==> src/rtl/core/mco_pkg.sv <==
// Shared types and constants for the motor current observer.
// No dependencies; imported by every module of the block.
package mco_pkg;

	// shared multiplier: signed operand and product widths
	localparam int MUL_OPW = 34;
	localparam int MUL_PW  = 2 * MUL_OPW;

	// divider: magnitude width of the numerator, divisor width
	localparam int DIV_NW = 61;
	localparam int DIV_DW = 24;

	// item function codes
	localparam logic [1:0] FN_PREDICT = 2'd0;
	localparam logic [1:0] FN_CORRECT = 2'd1;
	localparam logic [1:0] FN_CLEAR   = 2'd2;

	// configuration register indexes
	localparam logic [2:0] REG_RESISTANCE = 3'd0;
	localparam logic [2:0] REG_INDUCTANCE = 3'd1;
	localparam logic [2:0] REG_FLUX       = 3'd2;
	localparam logic [2:0] REG_CUR_GAIN   = 3'd3;
	localparam logic [2:0] REG_EMF_GAIN   = 3'd4;

	// fixed-point constants
	localparam logic [15:0] DECAY_Q16      = 16'd62259;
	localparam logic [29:0] INV_SQRT3_Q30  = 30'd619925131;
	localparam logic [29:0] HALF_SQRT3_Q30 = 30'd929887697;
	localparam logic [30:0] Q30_ONE        = 31'h4000_0000;
	localparam logic [31:0] SIN_C0         = 32'd172272;
	localparam logic [31:0] SIN_C1         = 32'd5026995;
	localparam logic [31:0] SIN_C2         = 32'd85569306;
	localparam logic [31:0] SIN_C3         = 32'd693598668;
	localparam logic [31:0] SIN_C4         = 32'd1686629713;

	typedef enum logic [4:0] {
		ST_IDLE,
		ST_SIN_PREP,
		ST_SIN_X2,
		ST_SIN_X2W,
		ST_SIN_PM,
		ST_SIN_PW,
		ST_SIN_FX,
		ST_SIN_FW,
		ST_EMF,
		ST_EMF_A,
		ST_EMF_B,
		ST_PR_RI,
		ST_PR_DF,
		ST_PR_M1,
		ST_PR_M2,
		ST_PR_M3,
		ST_PR_DIV,
		ST_DECAY,
		ST_DECAY_W,
		ST_CO,
		ST_CO_MB,
		ST_CO_CA,
		ST_CO_CB,
		ST_CO_EA,
		ST_CO_EB,
		ST_CO_END,
		ST_IC,
		ST_IC_W,
		ST_DONE
	} mco_state_t;

endpackage

==> src/rtl/core/mco_mul.sv <==
// Shared signed multiplier with a registered product.
// Depends on mco_pkg for operand and product widths.
module mco_mul import mco_pkg::*; (
	input  logic                      clk,
	input  logic signed [MUL_OPW-1:0] a,
	input  logic signed [MUL_OPW-1:0] b,
	output logic signed [MUL_PW-1:0]  p
);

	always_ff @(posedge clk) begin
		p <= a * b;
	end

endmodule

==> config.mk <==
export PLATFORM = sky130hd
export DESIGN_NAME = mco_mul
export DESIGN_NICKNAME = d
export VERILOG_FILES = /design/src/rtl/core/mco_pkg.sv /design/src/rtl/core/mco_mul.sv
export SDC_FILE = /design/constraint.sdc
export NUM_CORES = 2
export LEC_CHECK = 0
export BUFFER_PORTS_ARGS = -buffer_cell sky130_fd_sc_hd__buf_4
export CORE_MARGIN = 2
export CORE_UTILIZATION = 35
export CTS_BUF_LIST = sky130_fd_sc_hd__clkbuf_16
export CTS_CLUSTER_DIAMETER = 100
export DETAILED_ROUTE_END_ITERATION = 12
export PLACE_DENSITY = 0.59
export SLEW_MARGIN = 0
export SYNTH_ARGS = -nofsm -noshare
export SYNTH_HDL_FRONTEND = slang
export SYNTH_SLANG_ARGS = --single-unit
==> constraint.sdc <==
create_clock -name clk -period 12.7 [get_ports clk]
set_input_delay 1.27 -clock clk [delete_from_list [all_inputs] [get_ports clk]]
set_output_delay 1.27 -clock clk [all_outputs]
set_load 0.02 [all_outputs]
==> impl_metrics.tcl <==
set metrics [dict create \
    ctsHoldBuffers 0 \
    core_sq_um 122000 \
    fmax_ghz 0.110 \
    seq_area_frac_synth_pct 3.16 \
    grt_use_met2_pct 34.3 \
    crit_path_start "b[7]" \
    gr-max-usage-layer "met2" \
    port_buffers 136 \
    cp.buffers_inverters 6 \
    cts_tree "built" \
    status "finished, final reports clean" \
    pin_count 137 \
    cp_max_fo 34 \
    post_cts_buffers 0 \
    tns_ps 0 \
    hpwl_um 93700 \
    gr-usage-met3_pct 2.88 \
    ctsHtreeMaxLevel 3 \
    synth_edf_count 0 \
    period_minus_slack_ps 9060 \
    gp_congestion 0.900 \
    holdWs_ps 1330 \
    ys_warn_count 0 \
    track_usage_pct 19.8 \
    crit_path_frequent_cell "fa_1" \
    grt_pass1_vias 33300 \
    worst_slew_pin_slew_ps 997 \
    drt_iter0_drc 1462 \
    netlist_instances 4554 \
    crit_cells 23 \
    fillers 12300 \
    synthFlopType "dfxtp_1" \
    regMostFlops "p" \
    grt_max_degree 35 \
    ant_nets 0 \
    start_util_pct 35.3 \
    nets 5994 \
    cts_buffers 9 \
    antenna_found_initial 4 \
    via_per_inst 4.77 \
    clk_root_buffer_cell "clkbuf_16" \
    grt_pass1_wl_um 191000 \
    worst_path_max_delay_cell "fa_1" \
    rsz0062_at_grt "no" \
    worstPathRequired_ps 13030 \
    cap_violations 0 \
    start_kind "primary input" \
    drt_wl_total_um 117000 \
    biggestRegsByFlops "p (68)" \
    cpLargestDelayFamily "adder cells" \
    cts_buffer_depth 2 \
    syn-cell-area_sq_um 43000 \
    dieArea_sq_um 126000 \
    final_area_sq_um 45600 \
    finalCritPeriodShare_pct 71.3 \
    synth_cell_types 69 \
    clk_pin_slew_worst_paths_ps 70 \
    hold_violations 0 \
    remaining_drc_errors 0 \
    wl_per_cell_um 19.1 \
    cts-resized-gates 0 \
    min_delay_path_depth 2 \
    drive_gt1_share_pct 4.24 \
    critical_path_class "in -> reg" \
    hold_class "in -> reg" \
    final_cell_mix "fa_1 (1,241), inv_1 (1,231), and2_1 (621)" \
    syn_nets 6068 \
    dieHeight_um 355 \
    ys_ff_latch 68 \
    postPlaceCellArea_sq_um 45200 \
    maxSlewHeadroom_pct 33.5 \
    async_reset_ff_share_pct 0 \
    min_to "p[0]$_DFF_P_" \
    finish.utilization_pct 37.4 \
    synth_area_per_cell_sq_um 9.45 \
    drv_slew 0 \
    critPathArrivalTime_ps 9390 \
    vias 29200 \
    first_pass_iters 5 \
    final_common_cell "fa_1" \
    min-delay-start "b[0]" \
    gr-usage-met1_pct 25.6 \
    die_w_um 355 \
    crit_path_end_kind "register" \
    cts_sinks 68 \
    largest_reg_flops 68 \
    slowest_delay_ps 1190 \
    overflow 0 \
    setup_violations 0 \
    syn_to_final_growth_pct 5.90 \
    rows 128 \
    crit_path_cell_trace "buf_4 > nand2_1 > inv_1 > fa_1 > inv_1 > fa_1 > inv_1 > fa_1 > fa_1 > fa_1 > fa_1 > fa_1 > inv_1 > fa_1 > inv_1 > ha_1 > and2_1 > nand2_1 > o41ai_1 > a31oi_4 > o31ai_4 > a221oi_2 > xnor2_1" \
]
[layer usage]
layer  vias up  part of all wire [%]  routed length [um]
met4         2                   3.0                3460
li1      12600                     -                   -
met3       148                   5.4                6310
met2       772                    50               58800
met5         -                 0.011                  13
met1     15600                    41               48000
[worst max path at each step]
stage / endpoint / slack (ps)
final: p[66]$_DFF_P_ / 3640
after global routing: p[67]$_DFF_P_ / 3170
after CTS: p[66]$_DFF_P_ / 3600
after detailed placement: p[66]$_DFF_P_ / 3170
after global placement: p[66]$_DFF_P_ / 3300
after floorplan: p[65]$_DFF_P_ / 3940
[cell type report]
class	instances	area [sq um]	area share [%]
well taps	1625	2030	4.46
repair buffers	143	1070	2.36
clock buffers	9	225	0.494
diodes	4	10.0	0.0220
multi-input cells	3026	36100	79.3
flip-flops and latches	68	1360	2.99
clock inverters	7	98.8	0.217
inverters	1232	4620	10.1
[through the flow]
step                cells  setup WS, ps
finish               6114          3640
global route         6111          3170
CTS                  6110          3600
detailed placement   6094          3170
global placement     6094          3300
floorplan            4554          3940
[cells in the mapped netlist (11+ instances only)]
cell type,count,share of area (%)
xnor2_1,56,1.1
nand2b_1,20,0.29
ha_1,204,5.9
a21o_1,37,0.65
dfxtp_1,68,3.2
nand2_1,542,4.7
o21bai_1,12,0.21
a21oi_1,61,0.71
clkbuf_1,214,1.9
o21ai_0,31,0.36
nor2_1,54,0.47
nand3_1,11,0.13
xor2_1,23,0.47
fa_1,1241,58
inv_1,1231,11
nand4_1,11,0.16
and2_1,621,9.0
[cells by family (layout without fill, tap and decap cells)]
group | after synthesis | count (layout) | share of synthesized area [%]
buf+inv | 1460 | 1391 | 12.8
fa+ha+maj | 1445 | 1445 | 63.7
flops | 68 | 68 | 3.16
simple gates | 1296 | 1296 | 15.4
xor+xnor | 79 | 79 | 1.61
other cells | 0 | 4 | 0
compound gates | 206 | 206 | 3.35
Power is not shown: default switching activity piles up to over one toggle a cycle in this logic, so the estimate is an artifact.
