`src/rtl/core/mco_pkg.sv`:
```
// Shared types and constants for the motor current observer.
// No dependencies; imported by every module of the block.
package mco_pkg;

	// shared multiplier: signed operand and product widths
	localparam int MUL_OPW = 34;
	localparam int MUL_PW  = 2 * MUL_OPW;

	// divider: magnitude width of the numerator, divisor width
	localparam int DIV_NW = 61;
	localparam int DIV_DW = 24;

	// item function codes
	localparam logic [1:0] FN_PREDICT = 2'd0;
	localparam logic [1:0] FN_CORRECT = 2'd1;
	localparam logic [1:0] FN_CLEAR   = 2'd2;

	// configuration register indexes
	localparam logic [2:0] REG_RESISTANCE = 3'd0;
	localparam logic [2:0] REG_INDUCTANCE = 3'd1;
	localparam logic [2:0] REG_FLUX       = 3'd2;
	localparam logic [2:0] REG_CUR_GAIN   = 3'd3;
	localparam logic [2:0] REG_EMF_GAIN   = 3'd4;

	// fixed-point constants
	localparam logic [15:0] DECAY_Q16      = 16'd62259;
	localparam logic [29:0] INV_SQRT3_Q30  = 30'd619925131;
	localparam logic [29:0] HALF_SQRT3_Q30 = 30'd929887697;
	localparam logic [30:0] Q30_ONE        = 31'h4000_0000;
	localparam logic [31:0] SIN_C0         = 32'd172272;
	localparam logic [31:0] SIN_C1         = 32'd5026995;
	localparam logic [31:0] SIN_C2         = 32'd85569306;
	localparam logic [31:0] SIN_C3         = 32'd693598668;
	localparam logic [31:0] SIN_C4         = 32'd1686629713;

	typedef enum logic [4:0] {
		ST_IDLE,
		ST_SIN_PREP,
		ST_SIN_X2,
		ST_SIN_X2W,
		ST_SIN_PM,
		ST_SIN_PW,
		ST_SIN_FX,
		ST_SIN_FW,
		ST_EMF,
		ST_EMF_A,
		ST_EMF_B,
		ST_PR_RI,
		ST_PR_DF,
		ST_PR_M1,
		ST_PR_M2,
		ST_PR_M3,
		ST_PR_DIV,
		ST_DECAY,
		ST_DECAY_W,
		ST_CO,
		ST_CO_MB,
		ST_CO_CA,
		ST_CO_CB,
		ST_CO_EA,
		ST_CO_EB,
		ST_CO_END,
		ST_IC,
		ST_IC_W,
		ST_DONE
	} mco_state_t;

endpackage

```
`src/rtl/core/mco_div.sv`:
```
// Restoring divider, one quotient bit per cycle, truncates toward zero.
// Depends on mco_pkg for the numerator and divisor widths.
module mco_div import mco_pkg::*; (
	input  logic                    clk,
	input  logic                    arst_n,
	input  logic                    start,
	input  logic signed [DIV_NW:0]  num,
	input  logic [DIV_DW-1:0]       den,
	output logic                    done,
	output logic signed [DIV_NW:0]  quot
);

	localparam int CW = $clog2(DIV_NW + 1);

	logic [CW-1:0]     cnt_q;
	logic              busy_q;
	logic              done_q;
	logic [DIV_NW-1:0] mag_q;
	logic [DIV_DW-1:0] rem_q;
	logic              neg_q;
	logic [DIV_NW:0]   num_neg;
	logic [DIV_DW:0]   trial;
	logic              ge;

	assign num_neg = -num;
	assign trial   = {rem_q, mag_q[DIV_NW-1]};
	assign ge      = trial >= {1'b0, den};

	always_ff @(posedge clk or negedge arst_n) begin
		if (!arst_n) begin
			busy_q <= 1'b0;
			done_q <= 1'b0;
			cnt_q  <= '0;
		end else begin
			done_q <= 1'b0;
			if (start) begin
				busy_q <= 1'b1;
				cnt_q  <= CW'(DIV_NW);
			end else if (busy_q) begin
				cnt_q <= cnt_q - 1'b1;
				if (cnt_q == CW'(1)) begin
					busy_q <= 1'b0;
					done_q <= 1'b1;
				end
			end
		end
	end

	always_ff @(posedge clk) begin
		if (start) begin
			mag_q <= num[DIV_NW] ? num_neg[DIV_NW-1:0] : num[DIV_NW-1:0];
			neg_q <= num[DIV_NW];
			rem_q <= '0;
		end else if (busy_q) begin
			// shift in the next numerator bit, subtract when it fits
			rem_q <= ge ? DIV_DW'(trial - {1'b0, den}) : trial[DIV_DW-1:0];
			mag_q <= {mag_q[DIV_NW-2:0], ge};
		end
	end

	assign done = done_q;
	assign quot = neg_q ? -$signed({1'b0, mag_q}) : $signed({1'b0, mag_q});

endmodule

```
`config.mk`:
```
export PLATFORM = sky130hd
export DESIGN_NAME = mco_div
export DESIGN_NICKNAME = d
export VERILOG_FILES = /design/src/rtl/core/mco_pkg.sv /design/src/rtl/core/mco_div.sv
export SDC_FILE = /design/constraint.sdc
export NUM_CORES = 1
export LEC_CHECK = 0
export ABC_AREA = 0
export BUFFER_PORTS_ARGS = -buffer_cell sky130_fd_sc_hd__buf_2
export CORE_ASPECT_RATIO = 1.4
export CORE_MARGIN = 4
export CORE_UTILIZATION = 33
export CTS_CLUSTER_DIAMETER = 100
export DETAILED_ROUTE_END_ITERATION = 10
export GPL_ROUTABILITY_DRIVEN = 0
export PLACE_DENSITY_LB_ADDON = 0.08
export RECOVER_POWER = 100
export SYNTH_ARGS = -nofsm -noshare
export SYNTH_HDL_FRONTEND = slang
export SYNTH_SLANG_ARGS = --single-unit
```
`constraint.sdc`:
```
create_clock -name clk -period 4.45 [get_ports clk]
set_input_delay 0 -clock clk [delete_from_list [all_inputs] [get_ports clk]]
set_output_delay 0 -clock clk [all_outputs]
set_load 0.1 [all_outputs]
```
==> out/results.ini, run 1 <==
[outcome]
status=complete, but fails checks
violations=max-capacitance violations, max-slew violations

[timing]
period_share=0.936
tightest_slew_ns=2.49
maxSlewViolCount=215
rsz0062_at_grt=false
setup_slack_ns=0.287
finalSetupViolCount=0
fmax_mhz=240
finalCriticalPeriod_ns=4.16
relSlewSlack=-0.659
clock_skew_ns=0.0112
setup_tns_ns=0
finalHoldViolations=0

[logic_synthesis]
ys_seq_area_frac=0.326
synthMostInstantiatedCell=nor2_1
synth_nets=1043
syn_inst=925
synthTopCellsByArea=edfxtp_1, xnor2_1, xor2_1
synthFlopType=edfxtp_1
synth_common_cells=nor2_1, a21oi_1, xnor2_1, nand2_1, edfxtp_1
synth_cell_types=60
synth_top_area_cell=edfxtp_1
synth-seq-cells=94
ys_warn_count=0
synth_area_um2=7790
syn_area_per_cell_um2=8.42
async_flop_share=0.0851
synth_top_area_frac=0.239
synth_edf_count=62

[placed_design]
dpl_cell_area_um2=8850
io_buffer_count=151
dpl_worst_slack_ns=0.713
dpl.hpwl_um=17500
dp_cells=1346

[drt]
drt_first_pass_iters=5
wirelength_um=23000
vias=7053
via_per_inst=5.16
drc=0
drt_iter0_drc=203
drtAntennaViolNets=0
wire_per_inst_um=16.8

[setup_path]
criticalPathCategory=register to output pin
cp_num_buf_inv=2
cp_data_arrival_time_ns=4.16
path_max_fanout=5
startpoint_type=register
crit_family=simple AND/OR/NAND/NOR gates
path_common_cell=or4_1
slowest_delay_ns=0.57
crit_required_ns=4.45
crit_path_cell_trace=or4_1, or4_1, nor4_1, buf_4, nand2_1, nor3_1, nand3_1, o41ai_1, xnor2_1, clkbuf_2
cp-end-kind=output pin
rrSetupSlack_ns=0.46
reg2reg_depth=9
r2r_start=rem_q[5]
slowest_stage=or4_1
r2r_end=rem_q[10]

[clock_network]
tritoncts.num_buffers=9
clockRootBuffer=clkbuf_16
clk_latency_ns=0.35
clock_path_buffers=2
cts.clk_slew.worst_paths_ns=0.07
cts_tree=yes
cts.sinks=94
ctsHtreeMaxLevel=3

[floorplanning]
fp.dieW_um=138
dieArea_um2=26200
ios=152
coreArea_um2=23200
row_count=66
start_util=0.336
die_h_um=190

[grt]
grt.total_usage=0.174
grt_pass1_wl_um=36000
antenna_found_initial=5
grt_overflow_total=0
grt_max_degree=84
grt_pass1_vias=6882

[pwr]
p_seq_frac=0.273
comb_power_share=0.551
swShare=0.497
clkPwrFrac=0.176
p_leak_nw=3.53
p_sw_w=0.00239
peakVddDrop_mv=0.272
total_power_w=0.00480
cellPowerDensity_nw_per_um2=530
p_int_w=0.00242

[final_layout]
area_growth_pct=16.3
fill_cells=2483
final_area_um2=9050
layout.nets=1171
drive_gt1_frac=0.154
layout.cells.non_filler=1366

[job]
cap_violations=4

[worst_hold_path]
min_to=mag_q[0]
holdCritPathClass=primary input to register
whs_path_depth=3
hp-start=num[0]

==> what timing repair did <==
item	4_1_cts	5_1_grt
hold endpoints to repair	9	0
setup buffers	0	0
setup endpoints to repair	0	0
hold buffers	2	0
resized for setup	0	0
==> state kept, by name, indices dropped and copies added, names as in the netlist <==
register / count
busy_q: 1
cnt_q: 6
done: 1
mag_q: 61
neg_q: 1
rem_q: 24
==> worst register-to-register path: stages (launching register included) <==
cell and delay (ns):
dfxtp_1 0.33, ha_1 0.39, a2111o_1 0.46, o21ai_0 0.40
a311oi_1 0.27, a31oi_1 1.06, buf_4 0.38, mux2_2 0.36
mux2i_1 0.13, nor2_1 0.06
==> cell type report <==
type | count | area [um2] | area share
multi-input cells | 748 | 4870 | 0.538
flip-flops and latches | 94 | 2540 | 0.281
repair buffers | 164 | 807 | 0.0891
well taps | 306 | 383 | 0.0423
clock buffers | 9 | 225 | 0.0249
inverters | 36 | 135 | 0.0149
clock inverters | 7 | 87.6 | 0.00967
diodes | 2 | 5.00 | 0.000553
==> power groups by stage <==
stage                     Sequential [W]  Combinational (W)  Clock (W)
after floorplan                  0.00127            0.00218          0
after global placement           0.00133            0.00268          0
after detailed placement         0.00133            0.00268          0
after CTS                        0.00131            0.00269   0.000878
after global routing             0.00134            0.00288   0.000908
final                            0.00131            0.00264   0.000845
==> how the worst max path moves through the flow <==
stage	from	cells past startpoint	to	slack, ns
finish	mag_q[23]	10	quot[57]	0.29
CTS	mag_q[23]	10	quot[57]	0.30
global route	mag_q[22]	10	quot[57]	0.07
global placement	mag_q[24]	10	quot[57]	0.75
floorplan	mag_q[23]	8	quot[48]	0.99
detailed placement	mag_q[23]	10	quot[57]	0.71
==> placed cells by master (no fill, tap or decap), types with 4 or more instances in the layout <==
master     Yosys  final
nand3b_1       9      9
buf_2          0     86
nand2_1       68     68
xor2_1        61     61
mux2_2         5      5
clkbuf_16      0      9
a21o_1         7      7
inv_1         36     36
buf_4          1      6
a21oi_1       92     92
dfxtp_1       24     24
o21bai_1       6      6
o31ai_1       35     35
and2_1         5      4
or4_1         19     21
clkbuf_2       0     39
a211oi_1      14     14
o41ai_1       12     15
mux2i_1        9      9
dfrtp_1        8      8
xnor2_1       77     77
nand2b_1      13     13
a31oi_1        9      9
clkbuf_1      45     31
o21ai_0       53     54
nor2_1       110    110
nand3_1        9      9
or3_1         15     15
a311oi_1       4      4
nor2b_1       10     10
nor3_1        20     20
edfxtp_1      62     62
ha_1          28     28
nor4_1        10     12
==> kinds of logic after synthesis <==
| kind of cell | share of synthesized area |
|---|---|
| and+or+nand+nor | 0.203 |
| AOI/OAI and AO/OA | 0.209 |
| xor gates and xnor gates | 0.155 |
| DFF | 0.326 |
| buffers and inverters | 0.0405 |
| adders and majority gates | 0.0476 |
| muxes | 0.0188 |
==> per-layer routing <==
| metal | vias to the layer above | track usage | wire length, um |
|---|---|---|---|
| met4 | 6 | 0.0529 | 358 |
| met1 | 3260 | 0.214 | 9710 |
| met2 | 140 | 0.310 | 11800 |
| li1 | 3622 | - | - |
| met5 | - | 0 | 34 |
| met3 | 25 | 0.0257 | 1070 |
==> stage by stage <==
stage / hold WS [ns] / util
global placement: -0.139 / 0.381
detailed placement: -0.141 / 0.381
CTS: 0.0126 / 0.396
global route: 0.0639 / 0.390
floorplan: -0.296 / -
finish: 0.0459 / 0.390
(Power assumes the default switching activity.)
==> run 2, diff against run 1 <==
--- a/config.mk
+++ b/config.mk
@@ -6,7 +6,7 @@
 export NUM_CORES = 1
 export LEC_CHECK = 0
 export ABC_AREA = 0
-export BUFFER_PORTS_ARGS = -buffer_cell sky130_fd_sc_hd__buf_2
+export BUFFER_PORTS_ARGS = -buffer_cell sky130_fd_sc_hd__buf_4
 export CORE_ASPECT_RATIO = 1.4
 export CORE_MARGIN = 4
 export CORE_UTILIZATION = 33
==> run 2 against run 1 <==
  * The run still ends with max-capacitance violations, max-slew violations left
  * Utilization is 1.1 points higher
  * Combinational power is 2% higher
  * Power is 1.2% higher
  * Maximum frequency is 3.1% higher
  * Worst hold slack worse by 0.018 ns
  * Clock power is 2.5% higher
  * Setup slack better by 0.12 ns
  * Sequential share of layout area is 0.75 points lower
  * Via count hardly changed
  * Register-to-register slack better by 0.11 ns
  * Routed wire length is 1.5% higher
  * Critical path type unchanged
  * Largest power group unchanged
==> out/results.ini, run 2 (same netlist as run 1, synthesis figures left out) <==
[final_layout]
top_regs=mag_q: 61 flops, rem_q: 24 flops, cnt_q: 6 flops
layout.nets=1168
regArea_um2=2540
drive_gt1_frac=0.171
multi_input_area_um2=4900
fill_cells=2450
largest_register_ff_count=61
finalCoreUtilization=0.401
layout_common_cells=nor2_1, a21oi_1, buf_4
final_area_um2=9300
largest-register=mag_q
final_common_cell=nor2_1
diodes=0
area_growth_pct=19.5

[setup_path]
crit_required_ns=4.45
rrSetupSlack_ns=0.57
crit_path_cell_trace=or4_1, or4_1, nor4_1, buf_4, nand2_1, nor3_1, nand3_1, o31ai_1, xnor2_1, clkbuf_2
slowest_stage=or4_1
r2r_end=rem_q[5]
slowest_delay_ns=0.57
path_max_fanout=5
cp_data_arrival_time_ns=4.04
criticalPathCategory=register to output pin
path_common_cell=or4_1
reg2reg_depth=9
startpoint_type=register
r2r_start=rem_q[5]
cp-end-kind=output pin

[pwr]
p_leak_nw=3.66
total_power_w=0.00486
cellPowerDensity_nw_per_um2=522
peakVddDrop_mv=0.269

[drt]
wirelength_um=23300
via_per_inst=5.18
vias=7051
drtAntennaViolNets=0
drc=0
wire_per_inst_um=17.1
drt_first_pass_iters=4
drt_iter0_drc=333

[floorplanning]
die_h_um=190
ios=152
dieArea_um2=26200
fp.dieW_um=138
start_util=0.336
coreArea_um2=23200
row_count=66

[placed_design]
dpl_cell_area_um2=9210
io_buffer_count=151
dpl.hpwl_um=17700

[worst_hold_path]
whs_path_depth=3
hp-start=num[0]
min_to=mag_q[0]
holdCritPathClass=primary input to register

[timing]
finalHoldViolations=0
relSlewSlack=-0.956
setup_tns_ns=0
finalSetupViolCount=0
tightest_slew_ns=2.93
maxSlewViolCount=233
finalCriticalPeriod_ns=4.04
clock_skew_ns=0.0141
fmax_mhz=248
period_share=0.908
rsz0062_at_grt=false

[grt]
grt_max_degree=67
grt_pass1_vias=7012
grt_pass1_wl_um=36900
antenna_found_initial=0
grt_overflow_total=0
grt.total_usage=0.178

[clock_network]
cts.clk_slew.worst_paths_ns=0.07
ctsHtreeMaxLevel=3
cts.sinks=94
clock_path_buffers=2
clk_latency_ns=0.36
tritoncts.num_buffers=9
clockRootBuffer=clkbuf_16
cts_tree=yes

[outcome]
status=complete, but fails checks
violations=max-capacitance violations, max-slew violations

[job]
cap_violations=4

## run 2: cell types whose count changed in the layout (fill, tap and decap cells not counted), moves of 3 or more
cell | previous run | this run
buf_4 | 6 | 91
clkbuf_2 | 39 | 53
o41ai_2 | 0 | 3
o41ai_1 | 15 | 12
buf_2 | 86 | 0
clkbuf_1 | 31 | 17
## run 2: through the flow
step | instances | worst slack [ns] | hold slack [ns]
global placement | 1344 | 0.995 | -0.172
floorplan | 925 | 0.993 | -0.296
detailed placement | 1344 | 0.884 | -0.174
global route | 1361 | 0.104 | 0.0442
finish | 1361 | 0.411 | 0.0281
CTS | 1361 | 0.483 | 0.00248
## run 2: worst max path at each step
stage / slack (ns) / cells past startpoint / to / from
after floorplan: 0.99 / 8 / quot[48] / mag_q[23]
after global placement: 0.99 / 9 / quot[48] / mag_q[23]
after detailed placement: 0.88 / 10 / quot[57] / mag_q[23]
after CTS: 0.48 / 10 / quot[57] / mag_q[23]
after global routing: 0.10 / 10 / quot[53] / mag_q[24]
final: 0.41 / 10 / quot[53] / mag_q[23]
## run 2: repair_timing
item,in CTS,in global routing
hold buffers,1,0
endpoints found under the hold margin,8,0
gates resized for setup,0,0
buffers inserted,0,0
## run 2: worst max-delay path, delay by kind of cell (launching register included)
family	cells	cell delay, ns
and+or+nand+nor	6	2.10
buffers and inverters	2	0.66
DFF	1	0.44
AOI/OAI and AO/OA	1	0.32
xor gates and xnor gates	1	0.15
## run 2: cell type report
| class | count | share of cell area |
|---|---|---|
| multi-input cells | 748 | 0.526 |
| flip-flops and latches | 94 | 0.273 |
| repair buffers | 161 | 0.110 |
| well taps | 306 | 0.0412 |
| clock buffers | 13 | 0.0304 |
| inverters | 36 | 0.0145 |
| clock inverters | 3 | 0.00430 |
## run 2: layer usage
layer  wire, um  track usage  vias up
li1           -            -     3599
met1       9940        0.216     3304
met2      12100        0.324      128
met3        961       0.0291       20
met4        336       0.0441        0
met5          0            0        -
## run 2: power by group
part           total [W]  leakage [nW]  internal, W  switching (W)
sequential       0.00131         0.910      0.00113       0.000182
combinational    0.00268          2.59     0.000823        0.00186
clock           0.000866         0.160     0.000504       0.000362
